[src/hw/rtl/ssd_pkg.sv]
`timescale 1ns / 1ps
// Shared types and constants of the seven-segment scan driver.
// Used by ssd_ctrl, ssd_datapath and seven_segment_scan_driver_unit; depends on nothing.
package ssd_pkg;

   // Command codes of the request word.
   typedef enum logic [1:0] {
      CMD_TICK       = 2'd0,
      CMD_SET_NUMBER = 2'd1,
      CMD_SET_SYMBOL = 2'd2,
      CMD_CLEAR      = 2'd3
   } cmd_type;

   // Controller states.
   typedef enum logic [2:0] {
      ST_IDLE,
      ST_NUMBER,
      ST_SYMBOL,
      ST_CLEAR,
      ST_TICK
   } state_type;

   // Register indexes of the configuration port.
   localparam int CSR_IDX_W  = 1;
   localparam int CSR_DATA_W = 8;
   localparam logic [CSR_IDX_W-1:0] CSR_ANODE_MASK  = 1'b0;
   localparam logic [CSR_IDX_W-1:0] CSR_DRIVE_MODES = 1'b1;

   // Drive modes of a select line; mode three behaves as direct drive.
   localparam logic [1:0] DRIVE_PNP = 2'd1;
   localparam logic [1:0] DRIVE_NPN = 2'd2;

   localparam int SEG_W      = 7;
   localparam int SEL_W      = 4;
   localparam int ACT_W      = 2;
   localparam int VALUE_W    = 16;
   localparam int POSITION_W = 3;
   localparam int SYMBOL_W   = 4;
   localparam logic [SYMBOL_W-1:0] BLANK_SYMBOL = 4'd10;

   // Division by ten through a reciprocal: exact for all 16-bit values.
   localparam logic [VALUE_W-1:0] DIV10_MUL   = 16'd52429;
   localparam int                 DIV10_SHIFT = 19;

   typedef struct packed {
      cmd_type                 cmd;
      logic [POSITION_W-1:0]   position;
      logic [VALUE_W-1:0]      value;
   } req_word_type;

   typedef struct packed {
      logic [SEG_W-1:0] segment_levels;
      logic [SEL_W-1:0] select_levels;
      logic [ACT_W-1:0] active_display;
   } rsp_word_type;

   // Commands from the controller to the datapath.
   typedef struct packed {
      logic load;
      logic sym_wr;
      logic dig_wr;
      logic clr;
      logic tick;
   } dp_cmd_type;

   // Status from the datapath to the controller.
   typedef struct packed {
      logic number_done;
   } dp_sts_type;

   // Segment pattern of a symbol; codes above nine give a blank display.
   function automatic logic [SEG_W-1:0] glyph(input logic [SYMBOL_W-1:0] sym);
      logic [SEG_W-1:0] pat;
      case (sym)
         4'd0:    pat = 7'h3f;
         4'd1:    pat = 7'h06;
         4'd2:    pat = 7'h5b;
         4'd3:    pat = 7'h4f;
         4'd4:    pat = 7'h66;
         4'd5:    pat = 7'h6d;
         4'd6:    pat = 7'h7d;
         4'd7:    pat = 7'h07;
         4'd8:    pat = 7'h7f;
         4'd9:    pat = 7'h6f;
         default: pat = 7'h00;
      endcase
      return pat;
   endfunction

endpackage

[src/hw/rtl/ssd_ctrl.sv]
`timescale 1ns / 1ps
// Controller state machine of the seven-segment scan driver.
// Depends on ssd_pkg; drives the command word of ssd_datapath.
module ssd_ctrl (
   input  logic                clock,
   input  logic                reset,
   input  logic                start,
   input  ssd_pkg::cmd_type    cmd,
   input  ssd_pkg::dp_sts_type sts,
   output ssd_pkg::dp_cmd_type dp_cmd,
   output logic                busy
);

   ssd_pkg::state_type state_ff, state_in;

   // State register.
   always_ff @(posedge clock) begin
      if (reset) begin
         state_ff <= ssd_pkg::ST_IDLE;
      end else begin
         state_ff <= state_in;
      end
   end

   // Next state.
   always_comb begin
      state_in = state_ff;
      case (state_ff)
         ssd_pkg::ST_IDLE: begin
            if (start) begin
               case (cmd)
                  ssd_pkg::CMD_TICK:       state_in = ssd_pkg::ST_TICK;
                  ssd_pkg::CMD_SET_NUMBER: state_in = ssd_pkg::ST_NUMBER;
                  ssd_pkg::CMD_SET_SYMBOL: state_in = ssd_pkg::ST_SYMBOL;
                  ssd_pkg::CMD_CLEAR:      state_in = ssd_pkg::ST_CLEAR;
                  default:                 state_in = ssd_pkg::ST_IDLE;
               endcase
            end
         end
         ssd_pkg::ST_NUMBER: begin
            if (sts.number_done) begin
               state_in = ssd_pkg::ST_IDLE;
            end
         end
         ssd_pkg::ST_SYMBOL: state_in = ssd_pkg::ST_IDLE;
         ssd_pkg::ST_CLEAR:  state_in = ssd_pkg::ST_IDLE;
         ssd_pkg::ST_TICK:   state_in = ssd_pkg::ST_IDLE;
         default:            state_in = ssd_pkg::ST_IDLE;
      endcase
   end

   // Datapath commands for each state.
   always_comb begin
      dp_cmd = '0;
      busy   = 1'b1;
      case (state_ff)
         ssd_pkg::ST_IDLE: begin
            busy        = 1'b0;
            dp_cmd.load = start;
         end
         ssd_pkg::ST_NUMBER: dp_cmd.dig_wr = !sts.number_done;
         ssd_pkg::ST_SYMBOL: dp_cmd.sym_wr = 1'b1;
         ssd_pkg::ST_CLEAR:  dp_cmd.clr    = 1'b1;
         ssd_pkg::ST_TICK:   dp_cmd.tick   = 1'b1;
         default:            busy          = 1'b1;
      endcase
   end

endmodule

[src/hw/rtl/ssd_datapath.sv]
`timescale 1ns / 1ps
// Datapath of the seven-segment scan driver: pattern store, digit splitter,
// scan pointer, configuration registers and result register. Depends on ssd_pkg.
module ssd_datapath #(
   parameter int NUM_DISPLAYS = 4
) (
   input  logic                                 clock,
   input  logic                                 reset,
   input  ssd_pkg::req_word_type                req_word,
   input  ssd_pkg::dp_cmd_type                  dp_cmd,
   output ssd_pkg::dp_sts_type                  sts,
   input  logic                                 csr_write_en,
   input  logic [ssd_pkg::CSR_IDX_W-1:0]        csr_index,
   input  logic [ssd_pkg::CSR_DATA_W-1:0]       csr_wdata,
   output logic                                 rsp_strobe,
   output ssd_pkg::rsp_word_type                rsp_word
);

   localparam int PTR_W = (NUM_DISPLAYS > 1) ? $clog2(NUM_DISPLAYS) : 1;
   localparam int POS_W = ssd_pkg::POSITION_W + 1;
   localparam logic [POS_W-1:0] POS_LIMIT = POS_W'(NUM_DISPLAYS);
   localparam logic [PTR_W-1:0] PTR_LAST  = PTR_W'(NUM_DISPLAYS - 1);

   logic [3:0]                      anode_ff;
   logic [7:0]                      drive_ff;
   logic [ssd_pkg::VALUE_W-1:0]     op_val_ff, op_val_in;
   logic [POS_W-1:0]                op_pos_ff, op_pos_in;
   logic [ssd_pkg::SEG_W-1:0]       pat_ff [NUM_DISPLAYS];
   logic [ssd_pkg::SEG_W-1:0]       pat_in [NUM_DISPLAYS];
   logic [PTR_W-1:0]                ptr_ff, ptr_in;
   logic                            strobe_ff;
   ssd_pkg::rsp_word_type           rsp_ff, rsp_in;

   logic                            pos_in_range;
   logic [PTR_W-1:0]                wr_idx;
   logic [31:0]                     prod;
   logic [ssd_pkg::VALUE_W-1:0]     quot;
   logic [ssd_pkg::VALUE_W-1:0]     quot_x10;
   logic [ssd_pkg::SYMBOL_W-1:0]    rem_digit;
   logic [ssd_pkg::SYMBOL_W-1:0]    sym_sat;
   logic [2:0]                      ptr_wide;
   logic                            act_anode;
   logic [ssd_pkg::SEG_W-1:0]       act_pat;

   // Configuration registers.
   always_ff @(posedge clock) begin
      if (reset) begin
         anode_ff <= '0;
         drive_ff <= '0;
      end else if (csr_write_en) begin
         if (csr_index == ssd_pkg::CSR_ANODE_MASK) begin
            anode_ff <= csr_wdata[3:0];
         end else if (csr_index == ssd_pkg::CSR_DRIVE_MODES) begin
            drive_ff <= csr_wdata;
         end
      end
   end

   // Divide the working number by ten; the remainder is the next digit.
   assign prod      = 32'(op_val_ff) * 32'(ssd_pkg::DIV10_MUL);
   assign quot      = ssd_pkg::VALUE_W'(prod >> ssd_pkg::DIV10_SHIFT);
   assign quot_x10  = (quot << 3) + (quot << 1);
   assign rem_digit = ssd_pkg::SYMBOL_W'(op_val_ff - quot_x10);

   assign pos_in_range    = op_pos_ff < POS_LIMIT;
   assign wr_idx          = op_pos_ff[PTR_W-1:0];
   assign sts.number_done = (op_val_ff == '0) || !pos_in_range;

   // Symbols above ten saturate to blank.
   assign sym_sat = (op_val_ff > 16'(ssd_pkg::BLANK_SYMBOL)) ?
                    ssd_pkg::BLANK_SYMBOL : op_val_ff[ssd_pkg::SYMBOL_W-1:0];

   // Operand registers: loaded on accept, stepped once per digit.
   always_comb begin
      op_val_in = op_val_ff;
      op_pos_in = op_pos_ff;
      if (dp_cmd.load) begin
         op_val_in = req_word.value;
         op_pos_in = POS_W'(req_word.position);
      end else if (dp_cmd.dig_wr) begin
         op_val_in = quot;
         op_pos_in = op_pos_ff + 1'b1;
      end
   end

   always_ff @(posedge clock) begin
      op_val_ff <= op_val_in;
      op_pos_ff <= op_pos_in;
   end

   // Pattern store updates.
   always_comb begin
      for (int i = 0; i < NUM_DISPLAYS; i++) begin
         pat_in[i] = pat_ff[i];
      end
      if (dp_cmd.clr) begin
         for (int i = 0; i < NUM_DISPLAYS; i++) begin
            pat_in[i] = '0;
         end
      end else if (dp_cmd.sym_wr && pos_in_range) begin
         pat_in[wr_idx] = ssd_pkg::glyph(sym_sat);
      end else if (dp_cmd.dig_wr) begin
         pat_in[wr_idx] = ssd_pkg::glyph(rem_digit);
      end
   end

   always_ff @(posedge clock) begin
      if (reset) begin
         for (int i = 0; i < NUM_DISPLAYS; i++) begin
            pat_ff[i] <= '0;
         end
      end else begin
         for (int i = 0; i < NUM_DISPLAYS; i++) begin
            pat_ff[i] <= pat_in[i];
         end
      end
   end

   // Next scan position, wrapping after the last display.
   assign ptr_in    = (ptr_ff == PTR_LAST) ? '0 : ptr_ff + 1'b1;
   assign ptr_wide  = 3'(ptr_in);
   assign act_anode = (ptr_wide < 3'd4) && anode_ff[ptr_wide[1:0]];
   assign act_pat   = pat_ff[ptr_in];

   // Result word for the display that the tick switches on.
   always_comb begin
      logic [1:0] mode;
      logic       lvl;
      rsp_in                = '0;
      rsp_in.segment_levels = act_anode ? ~act_pat : act_pat;
      rsp_in.active_display = ptr_wide[1:0];
      for (int d = 0; d < ssd_pkg::SEL_W; d++) begin
         mode = drive_ff[2*d +: 2];
         if (mode == ssd_pkg::DRIVE_PNP) begin
            lvl = 1'b0;
         end else if (mode == ssd_pkg::DRIVE_NPN) begin
            lvl = 1'b1;
         end else begin
            lvl = anode_ff[d];
         end
         if (ptr_wide != 3'(d)) begin
            lvl = !lvl;
         end
         rsp_in.select_levels[d] = (d < NUM_DISPLAYS) ? lvl : 1'b0;
      end
   end

   // Scan pointer and result register.
   always_ff @(posedge clock) begin
      if (reset) begin
         ptr_ff    <= '0;
         strobe_ff <= 1'b0;
      end else begin
         strobe_ff <= dp_cmd.tick;
         if (dp_cmd.tick) begin
            ptr_ff <= ptr_in;
         end
      end
   end

   always_ff @(posedge clock) begin
      if (dp_cmd.tick) begin
         rsp_ff <= rsp_in;
      end
   end

   assign rsp_strobe = strobe_ff;
   assign rsp_word   = rsp_ff;

endmodule

[src/hw/rtl/seven_segment_scan_driver_unit.sv]
`timescale 1ns / 1ps
// Top level of the seven-segment scan driver: controller plus datapath.
// Depends on ssd_pkg, ssd_ctrl and ssd_datapath.
//
// Usage:
//   A command word on req_word is taken at a clock edge where start is high
//   and busy is low. Commands are tick, set_number, set_symbol and clear.
//   Only tick produces a result word: rsp_strobe is high for one cycle, after the
//   tick has passed the controller's tick state and the result register, with
//   segment levels, select levels and the index of the display now switched on.
//   The receiver cannot stall; the result is simply present for that one cycle.
//   Busy: tick, set_symbol and clear keep busy high while the controller is in
//   that command's state; set_number keeps it high while the digit loop, one
//   divide-by-ten step per cycle, writes digits, until the datapath reports
//   number_done (the number is zero or the position is past the last display).
//   Configuration: csr_write_en writes csr_wdata into anode_mask (index 0) or
//   drive_modes (index 1) at once; write only while the block is idle.
//   Reset (synchronous, active high) blanks all displays, zeroes the scan
//   pointer and both configuration registers, and returns the controller to
//   idle. No result is pending after reset.
module seven_segment_scan_driver_unit #(
   parameter int NUM_DISPLAYS = 4
) (
   input  logic                             clock,
   input  logic                             reset,
   input  logic                             start,
   output logic                             busy,
   input  ssd_pkg::req_word_type            req_word,
   output logic                             rsp_strobe,
   output ssd_pkg::rsp_word_type            rsp_word,
   input  logic                             csr_write_en,
   input  logic [ssd_pkg::CSR_IDX_W-1:0]    csr_index,
   input  logic [ssd_pkg::CSR_DATA_W-1:0]   csr_wdata
);

   ssd_pkg::dp_cmd_type dp_cmd;
   ssd_pkg::dp_sts_type dp_sts;

   // Sequencer.
   ssd_ctrl u_ctrl (
      .clock  (clock),
      .reset  (reset),
      .start  (start),
      .cmd    (req_word.cmd),
      .sts    (dp_sts),
      .dp_cmd (dp_cmd),
      .busy   (busy)
   );

   // Storage and arithmetic.
   ssd_datapath #(
      .NUM_DISPLAYS (NUM_DISPLAYS)
   ) u_datapath (
      .clock        (clock),
      .reset        (reset),
      .req_word     (req_word),
      .dp_cmd       (dp_cmd),
      .sts          (dp_sts),
      .csr_write_en (csr_write_en),
      .csr_index    (csr_index),
      .csr_wdata    (csr_wdata),
      .rsp_strobe   (rsp_strobe),
      .rsp_word     (rsp_word)
   );

   // A tick taken in idle yields a result word once it has passed the tick state and the result register.
   a_tick_result: assert property (@(posedge clock) disable iff (reset)
      (start && !busy && req_word.cmd == ssd_pkg::CMD_TICK) |=> ##1 rsp_strobe)
      else $error("tick did not produce a result word");

   // A result word follows a busy cycle and lasts one cycle.
   a_strobe_after_busy: assert property (@(posedge clock) disable iff (reset)
      rsp_strobe |-> $past(busy))
      else $error("result word without preceding work");

   a_strobe_single: assert property (@(posedge clock) disable iff (reset)
      rsp_strobe |=> !rsp_strobe)
      else $error("result strobe held for more than one cycle");

   // Only tick commands lead to a result word.
   a_strobe_only_tick: assert property (@(posedge clock) disable iff (reset)
      (start && !busy && req_word.cmd != ssd_pkg::CMD_TICK) |=> ##1 !rsp_strobe)
      else $error("result word after a non-tick command");

endmodule
[config.mk]
export PLATFORM = sky130hd
export DESIGN_NAME = seven_segment_scan_driver_unit
export DESIGN_NICKNAME = d
export VERILOG_FILES = /design/src/hw/rtl/ssd_pkg.sv /design/src/hw/rtl/ssd_ctrl.sv /design/src/hw/rtl/ssd_datapath.sv /design/src/hw/rtl/seven_segment_scan_driver_unit.sv
export SDC_FILE = /design/constraint.sdc
export NUM_CORES = 1
export LEC_CHECK = 0
export BUFFER_PORTS_ARGS = -buffer_cell sky130_fd_sc_hd__buf_2
export CAP_MARGIN = 25
export CORE_MARGIN = 3
export CORE_UTILIZATION = 57
export CTS_BUF_LIST = sky130_fd_sc_hd__clkbuf_16
export CTS_CLUSTER_DIAMETER = 60
export CTS_CLUSTER_SIZE = 20
export DETAILED_ROUTE_END_ITERATION = 8
export GPL_TIMING_DRIVEN = 0
export HOLD_SLACK_MARGIN = 0.06
export PLACE_DENSITY = 0.85
export SETUP_SLACK_MARGIN = 0.02
export SYNTH_ARGS = -nofsm -noshare
export SYNTH_HDL_FRONTEND = slang
export SYNTH_SLANG_ARGS = --single-unit
[constraint.sdc]
create_clock -name clock -period 7.5 [get_ports clock]
set_clock_uncertainty 0.1 [all_clocks]
set_input_delay 0.375 -clock clock [delete_from_list [all_inputs] [get_ports clock]]
set_output_delay 0.375 -clock clock [all_outputs]
set_load 0.01 [all_outputs]
# Word-level counts from Yosys, hierarchy flattened
# Memories as Yosys holds them, arrays and structs flattened.
# Index checks and enable logic that the tools add are counted.
# Widths: inputs -> output; s select.
[op_classes] order_cmp=6 eq_ne=21 mul=1 n_div=0 mux=50 reduce_logical=18 shift=0 n_addsub=4 bitwise_logic=7
[op_table] operator="$mux 28" count=3
[op_table] operator="$mux 7" count=11
[op_table] operator="$bwmux 28" count=2
[op_table] operator="$mul 16x16->32 const B" count=1
[op_table] operator="$mux 16" count=2
[op_table] operator="$mux 1" count=22
[op_table] operator="$gt 16x4->1 const B" count=1
[op_table] operator="$logic_not 16->1" count=1
[op_table] operator="$demux 7 s2" count=1
[op_table] operator="$eq 2x2->1 const B" count=7
[op_table] operator="$mux 3" count=4
[op_table] operator="$pmux 3 s4" count=1
[op_table] operator="$eq 2x1->1 const B" count=5
[op_table] operator="$not 7->7" count=1
[op_table] operator="$eq 3x2->1 const B" count=2
[op_table] operator="$logic_not 1->1" count=6
[op_table] operator="$lt 2x3->1 const B" count=2
[op_table] operator="$ne 2x2->1 const B" count=3
[op_table] operator="$pmux 3 s2" count=1
[op_table] operator="$reduce_and 2->1" count=3
[op_table] operator="$add 4x1->4 const B" count=1
[op_table] operator="$add 4x4->4" count=1
[op_table] operator="$lt 4x3->1 const B" count=1
[op_table] operator="$mux 4" count=1
[op_table] operator="other kinds (18)" count=24
[word_totals] input_bits=34 elab_cells=121 n_memories=3 ramBits=28 rom_bits=224 regBits=51 latchBits=0
[memory_table] name="(name not given)" words=16 word_bits=7 read_ports=1 rd_ports_with_merged_regs=0 write_ports=0 line="ssd_pkg.sv:74" rtl="case (sym)"
[memory_table] name="(name not given)" words=16 word_bits=7 read_ports=1 rd_ports_with_merged_regs=0 write_ports=0 line="ssd_pkg.sv:74"
[memory_table] name="u_datapath.pat_ff" words=4 word_bits=7 read_ports=5 rd_ports_with_merged_regs=0 write_ports=4 line="ssd_datapath.sv:28" rtl="logic [ssd_pkg::SEG_W-1:0] pat_ff [NUM_DISPLAYS];"

# Logic depth before layout (Yosys ltp)
[logic_depth] depth_word=13 depth_mapped=28

# Cells and area by module
# From an unflattened synthesis, not the netlist that was laid out.
[unflattened] cells_unflattened=892 hier_area_um2=8719.6
[modules_own_cells] module="ssd_datapath" cells_per_inst=877 area_per_inst_um2=8536.9 n_inst=1
[modules_own_cells] module="ssd_ctrl" cells_per_inst=15 area_per_inst_um2=182.7 n_inst=1

# Worst setup path before layout
# OpenSTA, ideal clock, no wires.
[synth_path] path_kind="register -> register" start="register u_datapath.op_val_ff[2] in the netlist's numbering" end="memory u_datapath.pat_ff[0][6] in the netlist's numbering" path_buffers=2 slack_ns=0.059 arrival_ns=7.207 path_stages_with_launch=29 required_ns=7.266 path_cell_list="edfxtp_1 buf_2 inv_1 ha_1 inv_1 fa_1 inv_1 fa_1 fa_1 fa_1 inv_1 fa_1 inv_1 ha_1 nand3_1 a2111o_1 a2111oi_1 or2_1 nor2_1 xnor2_1 ha_1 and2_1 a2111oi_2 xnor2_1 xnor2_2 buf_6 nor3_2 a2111oi_2 a21oi_1"
[synth_lines] element="start, declared" line="ssd_datapath.sv:26" rtl="logic [ssd_pkg::VALUE_W-1:0] op_val_ff, op_val_in;"
[synth_lines] element="start signal, assigned" line="ssd_datapath.sv:87" rtl="op_val_ff <= op_val_in;"
[synth_lines] element="end, declared" line="ssd_datapath.sv:28"

==> key figures <==
Run status
  – Outcome: finished, violations left
  – Failing checks: negative setup slack

Cells and area
  – Commonest non-fill, non-tap cell in the layout: inv_1
  – Final Instance Count excl. Fillers: 1,123
  – Layout cells sized above 1: 16.3%
  – Final nets: 1,214
  – Most frequent cells in the layout: inv_1, ha_1, fa_1
  – Fin area: between 9000 and 10,000 um^2
  – Post-layout util: slightly below 70%
  – Antenna Cells: 0
  – Area growth syn-to-layout: 15.9%

Global route
  – GRT Overall Usage: roughly a quarter
  – Number of global-route vias before repair: just under 7k
  – Largest net degree at the start of global routing: 20
  – Initial antenna violation count: 0
  – First-pass GRT wire length: 33,500 um
  – GRT overflow: 0

Detailed routing
  – WL final: 21,900 um
  – 1st-pass router iterations: 8
  – Vias per inst: 5.94
  – Vias: roughly 6.7k
  – Starting DRT DRC Count: between 500 and 600
  – Antenna viol nets, final: 0
  – Routed WL per cell: a little under 20 um
  – Remaining routing DRC violations: 0

Worst setup path
  – Largest fanout on the critical path: 5
  – Flop2flop setup slack: -220 ps
  – Critical path class: reg2reg
  – Critical R2R Launch: u_datapath.op_val_ff[1]
  – Critical Path Source Type: flip-flop
  – Crit. End Element: flip-flop
  – CP arrival: between 7000 and 8000 ps
  – Worst EP required: about 7600 ps
  – Worst reg2reg endpoint: u_datapath.pat_ff[0][5]
  – Worst Reg2Reg Path Length in Cells: 26

Synth
  – Mean Syn Cell Area: slightly below 10 um^2
  – Post-synthesis compound-gate area fraction: under 10%
  – Ranking of synthesized cells by area: ha_1, fa_1, edfxtp_1, dfxtp_1, inv_1
  – Number of enable flip-flop cells after synthesis: 32
  – Synth Warn #: 0
  – Most used DFF post-synth: dfxtp_1
  – Simple-gate share of the synthesized area: 8.38%
  – Mapped Area: approximately 8400 um^2
  – Sequential area share after synthesis: between 20% and 30%
  – Syn Nets: ~1.1k
  – Main combinational cell family by area after synthesis: adder cells
  – Distinct cells, synth: 57
  – Post-synthesis adder-cell area fraction: between 40 and 50%
  – Multiplexer share of the synthesized area: approximately 3.4%
  – Synth Instances: between 800 and 900
  – Synth top area share: roughly a quarter
  – Leading area contributor after synthesis: ha_1
  – Xor and xnor area share after synthesis: under 10%
  – Synthesis-stage register bit count: 79
  – Post-synthesis async set-or-reset flop share: 0%

Timing
  – Worst Tran Pin Value: approximately 1000 ps
  – Final period utilization: 103%
  – Pins Over Slew Limit: 0
  – Fmax: roughly 130 MHz
  – Max_slew headroom: between 30% and 40%
  – Finish-stage setup viols: 28
  – RSZ-0062 raised after global routing: true
  – Crit path time final: 7720 ps
  – Fin worst setup slack: -219 ps
  – Final Hold Violating Endpoints: 0

Hold path
  – Worst hold start: req_word[20]
  – Hold Path End: u_ctrl.state_ff[2]
  – Worst hold stages: 2
  – Hold Path Class: in2reg

Placed design
  – IO buf count: 46
  – Placed Cells: approximately 1.1k
  – Pre-CTS setup slack: -1010 ps
  – RePlAce Congestion: between 0.9 and 1
  – Post-Place Cell Area: 8880 um^2
  – DP HPWL: around 15,000 um

Floorplan
  – Chip Width: 127 um
  – Die Ht: between 100 and 150 um
  – Rows: 43
  – Placeable Area: roughly 14,000 um^2
  – Initial Utilization: approximately three fifths
  – Die Area: approximately 16,000 um^2
  – Num ports: between 40 and 50

Clock tree
  – Cts bufs inserted: 9
  – Clock sink total: 79
  – Maximum clock path buffer count: 2
  – Clk slew on worst S/H paths: around 60 ps
  – Root buf cell: clkbuf_16
  – CTS tree: built
  – CTS H-tree lvls: 3
  – Later-pin clock latency in the skew report: 350 ps

Flow run
  – Max-Cap Viols: 0
logic make-up (layout without fill, tap and decap cells):
kind of cell	Yosys count	count (layout)
adders and majority gates	245	245
buffers and inverters	196	292
and+or+nand+nor	144	144
AOI/OAI and AO/OA	132	132
DFF	79	79
xor gates and xnor gates	33	33
muxes	18	18
metrics by stage:
step	hold slack (ps)	setup TNS (ps)
after floorplan	331	0
after global placement	345	-22590
after detailed placement	352	-25800
after CTS	96.2	0
after global routing	118	-8830
final	105	-2790
cells in the mapped netlist, types with 2 or more instances:
cell type  count
xnor2_1       14
nand4_1        3
maj3_1         3
o21ai_1       15
a21oi_1       42
nand3_1       27
xor2_1        18
o41a_1         2
edfxtp_1      32
nor2b_1        3
mux4_2         8
a211oi_1       5
and2_1         9
mux2i_1        8
and3_1         6
inv_1        176
mux2_2         2
nand2_1       48
a2111oi_2      2
nor3b_1        2
nor2_1        29
a31oi_1        8
dfxtp_1       47
fa_1          80
o31ai_1        8
nor3_1         7
ha_1         162
buf_1          2
a211o_1        2
o21a_1         5
o21ai_0       25
a21o_1         6
o31a_1         2
clkbuf_1      16
repair_timing:
| item | in CTS | in global routing |
|---|---|---|
| hold buffers | 0 | 0 |
| resized for setup | 16 | 41 |
| buffers inserted | 15 | 17 |
| endpoints found under the setup margin | 31 | 28 |
| pin swaps | 14 | 40 |
| cloned | 1 | 0 |
per-layer routing:
metal,up-vias,global-route usage (%),share of wire [%]
met4,0,10.9,4.7
li1,3006,-,-
met2,376,43.6,47
met3,94,3.30,9.3
met1,3194,34.7,39
met5,-,0,0
area by class of cell:
| class | count | area [um^2] |
|---|---|---|
| buffer | 20 | 90.1 |
| tap | 180 | 225 |
| multi-input combinational | 572 | 6060 |
| clock inverter | 7 | 83.8 |
| inverter | 176 | 664 |
| sequential | 79 | 1900 |
| clock buffer | 9 | 225 |
| timing repair buffer | 80 | 497 |
| fill | 953 | 4410 |
worst max path at each step:
stage / depth (start not counted) / endpoint / from / slack, ps
6_report: 26 / u_datapath.pat_ff[0][5] / u_datapath.op_val_ff[1] / -220
5_1_grt: 27 / u_datapath.pat_ff[0][5] / u_datapath.op_val_ff[4] / -430
4_1_cts: 28 / u_datapath.pat_ff[0][5] / u_datapath.op_val_ff[2] / 20
3_5_place_dp: 28 / u_datapath.pat_ff[0][6] / u_datapath.op_val_ff[2] / -1010
3_3_place_gp: 28 / u_datapath.pat_ff[1][6] / u_datapath.op_val_ff[2] / -910
2_1_floorplan: 28 / u_datapath.pat_ff[0][6] / u_datapath.op_val_ff[2] / 60
state kept, by name, summed over array words and instances (netlist names):
signal / count
u_ctrl.state_ff: 3
u_datapath.anode_ff: 4
u_datapath.drive_ff: 8
u_datapath.op_pos_ff: 4
u_datapath.op_val_ff: 16
u_datapath.pat_ff: 28
u_datapath.ptr_ff: 2
u_datapath.rsp_strobe: 1
u_datapath.rsp_word: 13
worst max-delay path: stages, from the launching register on:
cell and delay, ps:
edfxtp_1 500, buf_4 210, ha_1 260, xor2_1 190, ha_1 300, fa_1 490, fa_1 520, fa_1 550
inv_1 50, fa_1 530, inv_1 40, ha_1 310, nand3_4 120, a2111o_1 370, a2111oi_4 390, or2_1 220
nor2_2 70, xnor2_2 140, ha_1 330, and2_4 180, a2111oi_4 440, xnor2_2 140, xnor2_2 280, buf_6 180
nor3_4 50, nor4_4 450, a21oi_1 160
Power is not shown: default switching activity piles up to over one toggle a cycle in this logic, so the estimate is an artifact.
